===== config.mk =====
export PLATFORM = sky130hd
export DESIGN_NAME = hashed_slot_assigner_top
export DESIGN_NICKNAME = d
export VERILOG_FILES = /design/src/design/hsa_pkg.sv /design/src/design/hsa_modred.sv /design/src/design/hashed_slot_assigner_top.sv
export SDC_FILE = /design/constraint.sdc
export NUM_CORES = 2
export LEC_CHECK = 0
export BUFFER_PORTS_ARGS = -buffer_cell sky130_fd_sc_hd__buf_2
export CORE_ASPECT_RATIO = 2
export CORE_MARGIN = 2
export CORE_UTILIZATION = 25
export DETAILED_ROUTE_END_ITERATION = 16
export GPL_TIMING_DRIVEN = 0
export RECOVER_POWER = 100
export SYNTH_ARGS = -nofsm -noshare
export SYNTH_HDL_FRONTEND = slang
export SYNTH_HIERARCHICAL = 1
export SYNTH_SLANG_ARGS = --single-unit

===== constraint.sdc =====
create_clock -name clk_i -period 9.56 [get_ports clk_i]
set_clock_uncertainty 0.05 [all_clocks]
set_input_delay 0 -clock clk_i [delete_from_list [all_inputs] [get_ports clk_i]]
set_output_delay 0 -clock clk_i [all_outputs]
set_load 0.01 [all_outputs]

===== src/design/hsa_pkg.sv =====
`timescale 1ns / 1ps
package hsa_pkg;

  typedef struct packed {
    logic [15:0] node_id;
    logic        last_node;
  } in_item_t;

  typedef struct packed {
    logic [15:0] assigned_node;
    logic [5:0]  slot_index;
    logic [27:0] offset_us;
    logic [27:0] superframe_us;
    logic        moved;
    logic        last_result;
  } out_item_t;

  localparam int unsigned CfgIdxW = 2;
  localparam int unsigned CfgDataW = 20;
  localparam int unsigned SlotW = 6;
  localparam int unsigned TimeW = 28;

  localparam logic [CfgIdxW-1:0] CFG_BASE_SLOT = 2'd0;
  localparam logic [CfgIdxW-1:0] CFG_SF = 2'd1;
  localparam logic [CfgIdxW-1:0] CFG_RESOLVE = 2'd2;

  typedef enum logic [2:0] {
    ST_LOAD,
    ST_HASH,
    ST_SCAN,
    ST_RESOLVE,
    ST_SLOTLEN,
    ST_EMIT
  } state_e;

  function automatic logic [2:0] sf_mult(input logic [3:0] sf);
    unique case (sf)
      4'd7: sf_mult = 3'd1;
      4'd8: sf_mult = 3'd2;
      4'd9: sf_mult = 3'd3;
      default: sf_mult = 3'd4;
    endcase
  endfunction

endpackage


===== src/design/hsa_modred.sv =====
`timescale 1ns / 1ps
// Restoring shift-subtract remainder unit: one quotient bit per cycle.
module hsa_modred #(
  parameter int unsigned IdBits = 16,
  parameter int unsigned CntW = 7
) (
  input  logic              clk_i,
  input  logic              rst_ni,
  input  logic              start_i,
  input  logic [IdBits-1:0] dividend_i,
  input  logic [CntW-1:0]   divisor_i,
  output logic              done_o,
  output logic [CntW-1:0]   rem_o
);
  localparam int unsigned StepW = $clog2(IdBits + 1);

  logic [IdBits-1:0] shift_q, shift_d;
  logic [CntW:0]     rem_q, rem_d;
  logic [StepW-1:0]  step_q, step_d;
  logic              busy_q, busy_d;
  logic [CntW:0]     trial;

  always_comb begin
    shift_d = shift_q;
    rem_d   = rem_q;
    step_d  = step_q;
    busy_d  = busy_q;
    trial   = {rem_q[CntW-1:0], shift_q[IdBits-1]};
    if (start_i) begin
      shift_d = dividend_i;
      rem_d   = '0;
      step_d  = StepW'(IdBits);
      busy_d  = 1'b1;
    end else if (busy_q) begin
      shift_d = {shift_q[IdBits-2:0], 1'b0};
      rem_d   = (trial >= {1'b0, divisor_i}) ? trial - {1'b0, divisor_i} : trial;
      step_d  = step_q - 1'b1;
      if (step_q == StepW'(1)) begin
        busy_d = 1'b0;
      end
    end
  end

  always_ff @(posedge clk_i or negedge rst_ni) begin
    if (!rst_ni) begin
      busy_q <= 1'b0;
      step_q <= '0;
    end else begin
      busy_q <= busy_d;
      step_q <= step_d;
    end
  end

  always_ff @(posedge clk_i) begin
    shift_q <= shift_d;
    rem_q   <= rem_d;
  end

  assign done_o = busy_q && (step_q == StepW'(1));
  assign rem_o  = rem_d[CntW-1:0];
endmodule


===== src/design/hashed_slot_assigner_top.sv =====
`timescale 1ns / 1ps
// Hashed slot assigner for one spreading-factor group. Node IDs are loaded at
// one item per cycle while the block is idle; the item flagged last_node
// closes the group of N nodes (at most MAX_NODES; later IDs are dropped but a
// last flag still closes it). The block then goes busy and accepts no item
// until every result has been taken. Each node hashes to id mod N through a
// shared restoring remainder unit, which works through the kept ID bits one
// at a time after a start. A scan over N slots builds a free-slot stack, and
// with resolve_enable set the resolve pass walks each slot against every
// node, so the first node keeps the slot and each later one pops the largest
// free slot. Slot length and the superframe length are formed one after the
// other by one shared multiplier, then one result per node leaves in load
// order, its offset formed by the same multiplier. Results leave one per
// cycle while the receiver keeps up. The stores are read through registered
// ports addressed with the next index, so read data is there when the index
// is. Configuration must be written only while the block is idle; the block
// itself does not enforce this.
module hashed_slot_assigner_top #(
  parameter int unsigned MAX_NODES = 64,
  parameter int unsigned ID_BITS = 16
) (
  input  logic                              clk_i,
  input  logic                              rst_ni,
  input  logic                              in_valid_i,
  output logic                              in_ready_o,
  input  hsa_pkg::in_item_t                 in_data_i,
  output logic                              out_valid_o,
  input  logic                              out_ready_i,
  output hsa_pkg::out_item_t                out_data_o,
  input  logic                              cfg_we_i,
  input  logic [hsa_pkg::CfgIdxW-1:0]       cfg_idx_i,
  input  logic [hsa_pkg::CfgDataW-1:0]      cfg_data_i
);
  import hsa_pkg::*;

  localparam int unsigned IdxW = $clog2(MAX_NODES);
  localparam int unsigned CntW = $clog2(MAX_NODES + 1);
  // Only the low ID bits that fit the 16-bit node field are ever kept.
  localparam int unsigned IdW = (ID_BITS < 16) ? ID_BITS : 16;

  // Configuration registers.
  logic [19:0] base_q;
  logic [3:0]  sf_q;
  logic        res_q;

  always_ff @(posedge clk_i or negedge rst_ni) begin
    if (!rst_ni) begin
      base_q <= 20'd200000;
      sf_q   <= 4'd7;
      res_q  <= 1'b1;
    end else if (cfg_we_i) begin
      unique case (cfg_idx_i)
        CFG_BASE_SLOT: base_q <= cfg_data_i;
        CFG_SF:        sf_q   <= cfg_data_i[3:0];
        CFG_RESOLVE:   res_q  <= cfg_data_i[0];
        default: ;
      endcase
    end
  end

  // Stores.
  logic [IdW-1:0]     id_mem   [MAX_NODES];
  logic [SlotW-1:0]   slot_mem [MAX_NODES];
  logic [SlotW-1:0]   free_mem [MAX_NODES];
  logic [MAX_NODES-1:0] taken_q, taken_d, moved_q, moved_d;

  state_e st_q, st_d;
  logic [CntW-1:0] cnt_q, cnt_d;
  logic [IdxW-1:0] i_q, i_d;     // node index
  logic [CntW-1:0] s_q, s_d;     // slot index
  logic [CntW-1:0] top_q, top_d;
  logic            first_q, first_d;
  logic            div_go_q, div_go_d;
  logic [22:0]     slen_q, slen_d;
  logic [TimeW-1:0] sframe_q, sframe_d;
  logic            ovalid_q, ovalid_d;
  out_item_t       odata_q, odata_d;
  logic            div_done;
  logic [CntW-1:0] rem;
  logic [IdW-1:0]     id_rd_q;
  logic [SlotW-1:0]   slot_rd_q, free_rd_q;
  logic            id_we, slot_we, free_we;
  logic [SlotW-1:0] slot_wdata;
  logic [IdxW-1:0]  free_waddr;
  logic [IdxW-1:0]  free_raddr;
  logic [29:0]     prod;
  logic [22:0]     mul_a;
  logic [6:0]      mul_b;
  logic            last_i;
  logic [CntW-1:0] top_dec;

  assign top_dec    = top_q - 1'b1;
  // The stack top is read ahead through the registered port, at the entry below the next top.
  assign free_raddr = IdxW'(top_d - 1'b1);
  assign last_i     = (i_q == IdxW'(cnt_q - 1'b1));
  assign prod       = mul_a * mul_b;

  hsa_modred #(.IdBits(IdW), .CntW(CntW)) u_mod (
    .clk_i, .rst_ni,
    .start_i(div_go_q), .dividend_i(id_rd_q), .divisor_i(cnt_q),
    .done_o(div_done), .rem_o(rem)
  );

  always_comb begin
    st_d = st_q; cnt_d = cnt_q; i_d = i_q; s_d = s_q; top_d = top_q;
    first_d = first_q; div_go_d = 1'b0; slen_d = slen_q; sframe_d = sframe_q;
    ovalid_d = ovalid_q; odata_d = odata_q; taken_d = taken_q; moved_d = moved_q;
    id_we = 1'b0; slot_we = 1'b0; free_we = 1'b0;
    slot_wdata = SlotW'(rem); free_waddr = top_q[IdxW-1:0];
    mul_a = 23'(base_q); mul_b = 7'(sf_mult(sf_q));
    in_ready_o = 1'b0;
    unique case (st_q)
      ST_LOAD: begin
        in_ready_o = 1'b1;
        if (in_valid_i) begin
          if (cnt_q < CntW'(MAX_NODES)) begin
            id_we = 1'b1;
            cnt_d = cnt_q + 1'b1;
          end
          if (in_data_i.last_node) begin
            if (cnt_d == '0) begin
              cnt_d = '0;
            end else begin
              st_d = ST_HASH; i_d = '0; div_go_d = 1'b1;
            end
          end
        end
      end
      ST_HASH: begin
        if (div_done) begin
          slot_we = 1'b1;
          taken_d[rem[IdxW-1:0]] = 1'b1;
          if (last_i) begin
            st_d = ST_SCAN; s_d = '0; top_d = '0;
          end else begin
            i_d = i_q + 1'b1; div_go_d = 1'b1;
          end
        end
      end
      ST_SCAN: begin
        if (!taken_q[s_q[IdxW-1:0]]) begin
          free_we = 1'b1; top_d = top_q + 1'b1;
        end
        if (s_q == cnt_q - 1'b1) begin
          s_d = '0; i_d = '0; first_d = 1'b1;
          st_d = res_q ? ST_RESOLVE : ST_SLOTLEN;
        end else begin
          s_d = s_q + 1'b1;
        end
      end
      ST_RESOLVE: begin
        if (taken_q[s_q[IdxW-1:0]] && !moved_q[i_q]
            && ({1'b0, slot_rd_q} == 7'(s_q))) begin
          if (first_q) begin
            first_d = 1'b0;
          end else if (top_q != '0) begin
            top_d = top_dec; slot_we = 1'b1; slot_wdata = free_rd_q;
            moved_d[i_q] = 1'b1;
          end
        end
        if (last_i) begin
          i_d = '0; first_d = 1'b1;
          if (s_q == cnt_q - 1'b1) st_d = ST_SLOTLEN;
          else s_d = s_q + 1'b1;
        end else begin
          i_d = i_q + 1'b1;
        end
      end
      ST_SLOTLEN: begin
        // Slot length first, then superframe on the second visit.
        if (!first_q) begin
          mul_a = slen_q; mul_b = 7'(cnt_q);
          sframe_d = prod[TimeW-1:0];
          st_d = ST_EMIT; i_d = '0;
        end else begin
          slen_d = prod[22:0]; first_d = 1'b0;
        end
      end
      ST_EMIT: begin
        mul_a = slen_q; mul_b = 7'(slot_rd_q);
        if (out_ready_i || !ovalid_q) begin
          if (ovalid_q && odata_q.last_result) begin
            ovalid_d = 1'b0;
            st_d = ST_LOAD; cnt_d = '0; taken_d = '0; moved_d = '0;
            top_d = '0;
          end else begin
            ovalid_d = 1'b1;
            odata_d.assigned_node = 16'(id_rd_q);
            odata_d.slot_index = slot_rd_q;
            odata_d.offset_us = prod[TimeW-1:0];
            odata_d.superframe_us = sframe_q;
            odata_d.moved = moved_q[i_q];
            odata_d.last_result = last_i;
            if (!last_i) i_d = i_q + 1'b1;
          end
        end
      end
      default: st_d = ST_LOAD;
    endcase
  end

  always_ff @(posedge clk_i or negedge rst_ni) begin
    if (!rst_ni) begin
      st_q <= ST_LOAD; cnt_q <= '0; i_q <= '0; s_q <= '0; top_q <= '0;
      first_q <= 1'b1; div_go_q <= 1'b0; ovalid_q <= 1'b0;
      taken_q <= '0; moved_q <= '0;
    end else begin
      st_q <= st_d; cnt_q <= cnt_d; i_q <= i_d; s_q <= s_d; top_q <= top_d;
      first_q <= first_d; div_go_q <= div_go_d; ovalid_q <= ovalid_d;
      taken_q <= taken_d; moved_q <= moved_d;
    end
  end

  // Store ports. Reads are registered at the index of the next cycle; an ID or
  // free slot written at the address being read is passed straight through.
  always_ff @(posedge clk_i) begin
    slen_q <= slen_d; sframe_q <= sframe_d; odata_q <= odata_d;
    if (id_we) id_mem[cnt_q[IdxW-1:0]] <= in_data_i.node_id[IdW-1:0];
    if (slot_we) slot_mem[i_q] <= slot_wdata;
    if (free_we) free_mem[free_waddr] <= SlotW'(s_q);
    id_rd_q   <= (id_we && (cnt_q[IdxW-1:0] == i_d)) ? in_data_i.node_id[IdW-1:0]
                                                     : id_mem[i_d];
    slot_rd_q <= slot_mem[i_d];
    free_rd_q <= (free_we && (free_waddr == free_raddr)) ? SlotW'(s_q)
                                                         : free_mem[free_raddr];
  end

  assign out_valid_o = ovalid_q;
  assign out_data_o  = odata_q;

  a_busy_not_ready: assert property (@(posedge clk_i) disable iff (!rst_ni)
    (st_q != ST_LOAD) |-> !in_ready_o) else $error("ready while busy");
  a_cnt_range: assert property (@(posedge clk_i) disable iff (!rst_ni)
    cnt_q <= CntW'(MAX_NODES)) else $error("node count overflow");
  a_out_only_emit: assert property (@(posedge clk_i) disable iff (!rst_ni)
    out_valid_o |-> (st_q == ST_EMIT)) else $error("result outside emit");
  a_top_range: assert property (@(posedge clk_i) disable iff (!rst_ni)
    top_q <= cnt_q) else $error("free stack overflow");
endmodule


==> summary.md <==
| Metric | Value |
|---|---|
| Worst Setup EP | slot_rd_q[1] |
| RePlAce Congestion | 0.926 |
| Worst Reg-to-Reg Cells | 12 |
| Post-synth top area share | 64.6% |
| Count of final setup violators | 0 |
| Largest family of logic cells by synthesized area | multiplexers |
| GRT Overall Usage | 13.8% |
| Final Slew Violations | 1827 |
| CP Depth | 12 |
| Crit start category | flop |
| Synth Area in Simple Gates | 6.90% |
| Via/cell ratio | 4.71 |
| Worst Tran Pin Value | 6370 ps |
| Area contributors post-synth | edfxtp_1, mux4_2, dfrtp_1 |
| DP HPWL | 188 mm |
| Routed wl met2 | 143 mm |
| RSZ-0062 raised after global routing | no |
| Crit. Startpoint | s_q[2] |
| Syn avg cell area | 17.2 sq um |
| Cell taking the most area after synthesis | edfxtp_1 |
| Net Count, Synth | 5458 |
| Layout cell share with drive strength beyond 1 | 16.5% |
| Met3 WL post-DR | 11.0 mm |
| Reg-to-Reg Start | s_q[2] |
| Post-layout nets | 5888 |
| Sequential-to-total area share from yosys stat | 70.5% |
| Yosys cell types | 105 |
| Ys async rst share | 8.91% |
| Final hold viol count | 0 |
| Root Buffer | clkbuf_16 |
| CP max-delay cell | clkbuf_1 |
| Final global-route overflow total | 0 |
| CP cell instances | clkbuf_1 > xor3_1 > nor3_1 > and4_1 > a31o_1 > nand3_1 > o21ai_0 > inv_1 > nand3_1 > o22ai_1 > nor4_1 > o221ai_1 |
| Port buffer count | 125 |
| Clock latency on the worst-skew pair | 880 ps |
| Peak supply drop | 238 uV |
| H-tree levels | 4 |
| Core Footprint | 359000 sq um |
| Critical Path AT | 9500 ps |
| Max_cap viols | 51 |
| Clk buf depth | 4 |
| 1st-pass router iterations | 7 |
| Placed instance area | 97900 sq um |
| Worst reg2reg endpoint | slot_rd_q[1] |
| Yosys reg bits | 2156 |
| FILL cells | 35593 |
| Failing checks | max-capacitance violations, max-slew violations |
| CTS clk-pin slew, worst paths | 80 ps |
| Area fraction in compound gates after synthesis | 3.18% |
| Mapped Area | 90100 sq um |
| Vias in the first global route | 52297 |
| Post-synth EDFFs | 1939 |
| Synth Area in Adders | 3.13% |
| Num CTS Buffers | 175 |
| Starting DRT DRC Count | 4013 |
| CP bufs+invs | 2 |
| Leakage | 0.0336 uW |
| First-pass GRT wire length | 368 mm |
| Critical Path RT | 9970 ps |
| Initial Util | 25.1% |
| Syn. warnings | 6 |
| Finished Cell Area | 103000 sq um |
| Status | finished with violations |
| # IOs | 126 |
| Min-Delay Path Class | in2reg |
| Die width | 429 um |
| Antenna-violating nets left | 0 |
| Crit Path Max Fanout | 46 |
| Routed met1 length | 80.8 mm |
| Fmax | 110 MHz |
| Initial antenna violation count | 15 |
| CTS Sinks | 2156 |
| Post-CTS Setup Inserts | 0 |
| R2R Setup Slk | 460 ps |
| CP peak stage delay | 1840 ps |
| Fin crit period | 9100 ps |
| Period utilization | 95.2% |
| CP most frequent cell | nand3_1 |
| Ys flop type | edfxtp_1 |
| Fin worst setup slack | 463 ps |
| Top cell family by delay on the critical path | buffers and inverters |
| Mux cell area share after synthesis | 13.7% |
| WS Path Type | reg2reg |
| Area grow syn2layout | 14.5% |
| Vias | 49564 |
| Routed WL | 258 mm |
| Die Y | 853 um |
| Relative slew slack | -325% |
| Top layer in use | met4 |
| CTS tree | built |
| Power per cell area | 278 nW/um^2 |
| Largest net degree at the start of global routing | 114 |
| Xor-xnor portion of the synthesized cell area | 0.600% |
| Die area | 366000 sq um |
| Pre-CTS WS | -544 ps |
| Residual DRC | 0 |
| Critical path capture point type | flop |
| Cells after Synth | 5251 |
| Routed length per instance | 24.6 um |
| Cell row count | 311 |
## metal layers
metal | up-vias | GRT usage [%]
met5 | - | 0
met4 | 0 | 10.7
met3 | 718 | 1.46
met2 | 1909 | 27.0
met1 | 25793 | 12.8
li1 | 21144 | -
## Yosys cell counts (all sizes together) (20+ instances only)
library cell	instances
nand2b	20
edfxtp	1939
ha	59
nor2	531
nand3	146
or2	29
mux2	58
inv	148
dfxtp	25
mux4	491
buf	118
nand2	401
a21oi	215
clkbuf	172
mux2i	59
fa	104
xnor2	43
nor3	60
and3	63
dfrtp	181
o21ai	62
## stage by stage
stage / setup TNS (ps) / hold slack, ps / std cells / utilization (%) / total power (uW)
floorplan: 0 / -346 / 5251 / - / 17500
global placement: -235380 / 188 / 10071 / 26.9 / 21000
detailed placement: -2010 / -18.4 / 10134 / 27.3 / 21300
CTS: 0 / 1.14 / 10502 / 29.1 / 28900
global route: 0 / 33.2 / 10513 / 28.8 / 29700
finish: 0 / 29.2 / 10518 / 28.8 / 28700
## how the worst min path moves through the flow
| stage | to | startpoint | slack (ps) | cells past startpoint |
|---|---|---|---|---|
| 2_1_floorplan | base_q[0] | rst_ni | -350 | 0 |
| 3_3_place_gp | base_q[5] | cfg_data_i[5] | 190 | 2 |
| 3_5_place_dp | base_q[7] | rst_ni | -20 | 1 |
| 4_1_cts | sf_q[1] | cfg_data_i[1] | 1 | 3 |
| 5_1_grt | sf_q[1] | cfg_data_i[1] | 30 | 3 |
| 6_report | base_q[17] | cfg_data_i[17] | 30 | 3 |
## registers in the layout (all words and copies together) (netlist names), 3 cells and up, named ones only
register,count
base_q,20
cnt_q,7
free_mem,384
i_q,6
id_mem,1024
moved_q,64
out_data_o,80
s_q,7
sf_q,4
sframe_q,28
slen_q,23
slot_mem,384
slot_rd_q,6
st_q,3
taken_q,64
top_q,7
u_mod/rem_q,7
u_mod/shift_q,16
u_mod/step_q,5
## cells in the final DEF, fill, tap and decap left out, types with 64 or more instances in the layout
cell,n
clkbuf_16,177
nand3_1,144
nor2_1,530
a21oi_1,214
dfrtp_1,180
clkbuf_1,364
nand2_1,397
fa_1,104
edfxtp_1,1939
mux4_2,476
dlygate4sd3_1,64
inv_1,143
## logic make-up after synthesis
group,Yosys count
DFF,2156
muxes,608
and+or+nand+nor,1373
xor gates and xnor gates,60
AOI/OAI and AO/OA,453
adders and majority gates,163
buffers and inverters,438
## area by class of cell
| class | count | area (sq um) | area share (%) |
|---|---|---|---|
| flip-flops and latches | 2156 | 63500 | 61.6 |
| multi-input cells | 2657 | 24700 | 23.9 |
| well taps | 4695 | 5870 | 5.69 |
| clock buffers | 207 | 4600 | 4.46 |
| repair buffers | 253 | 1460 | 1.41 |
| clock inverters | 101 | 1250 | 1.21 |
| plain buffers | 290 | 1210 | 1.18 |
| inverters | 148 | 557 | 0.539 |
| diodes | 11 | 27.5 | 0.0267 |
## power breakdown
group	internal (uW)	leakage (uW)	switching, uW
logic	2870	0.0102	6010
clock network	4150	0.00282	3440
registers	11800	0.0206	358
total	18900	0.0336	9800
## worst min-delay path: cells and delay by family
kind                   cells  cell delay, ps
muxes                      1             140
buffers and inverters      2             740
## what timing repair did
action	4_1_cts	5_1_grt
cloned	0	0
setup endpoints to repair	8	4
hold buffers	60	5
endpoints found under the hold margin	733	320
resized for setup	5	2
pin swaps	0	0
(Power assumes the default switching activity.)
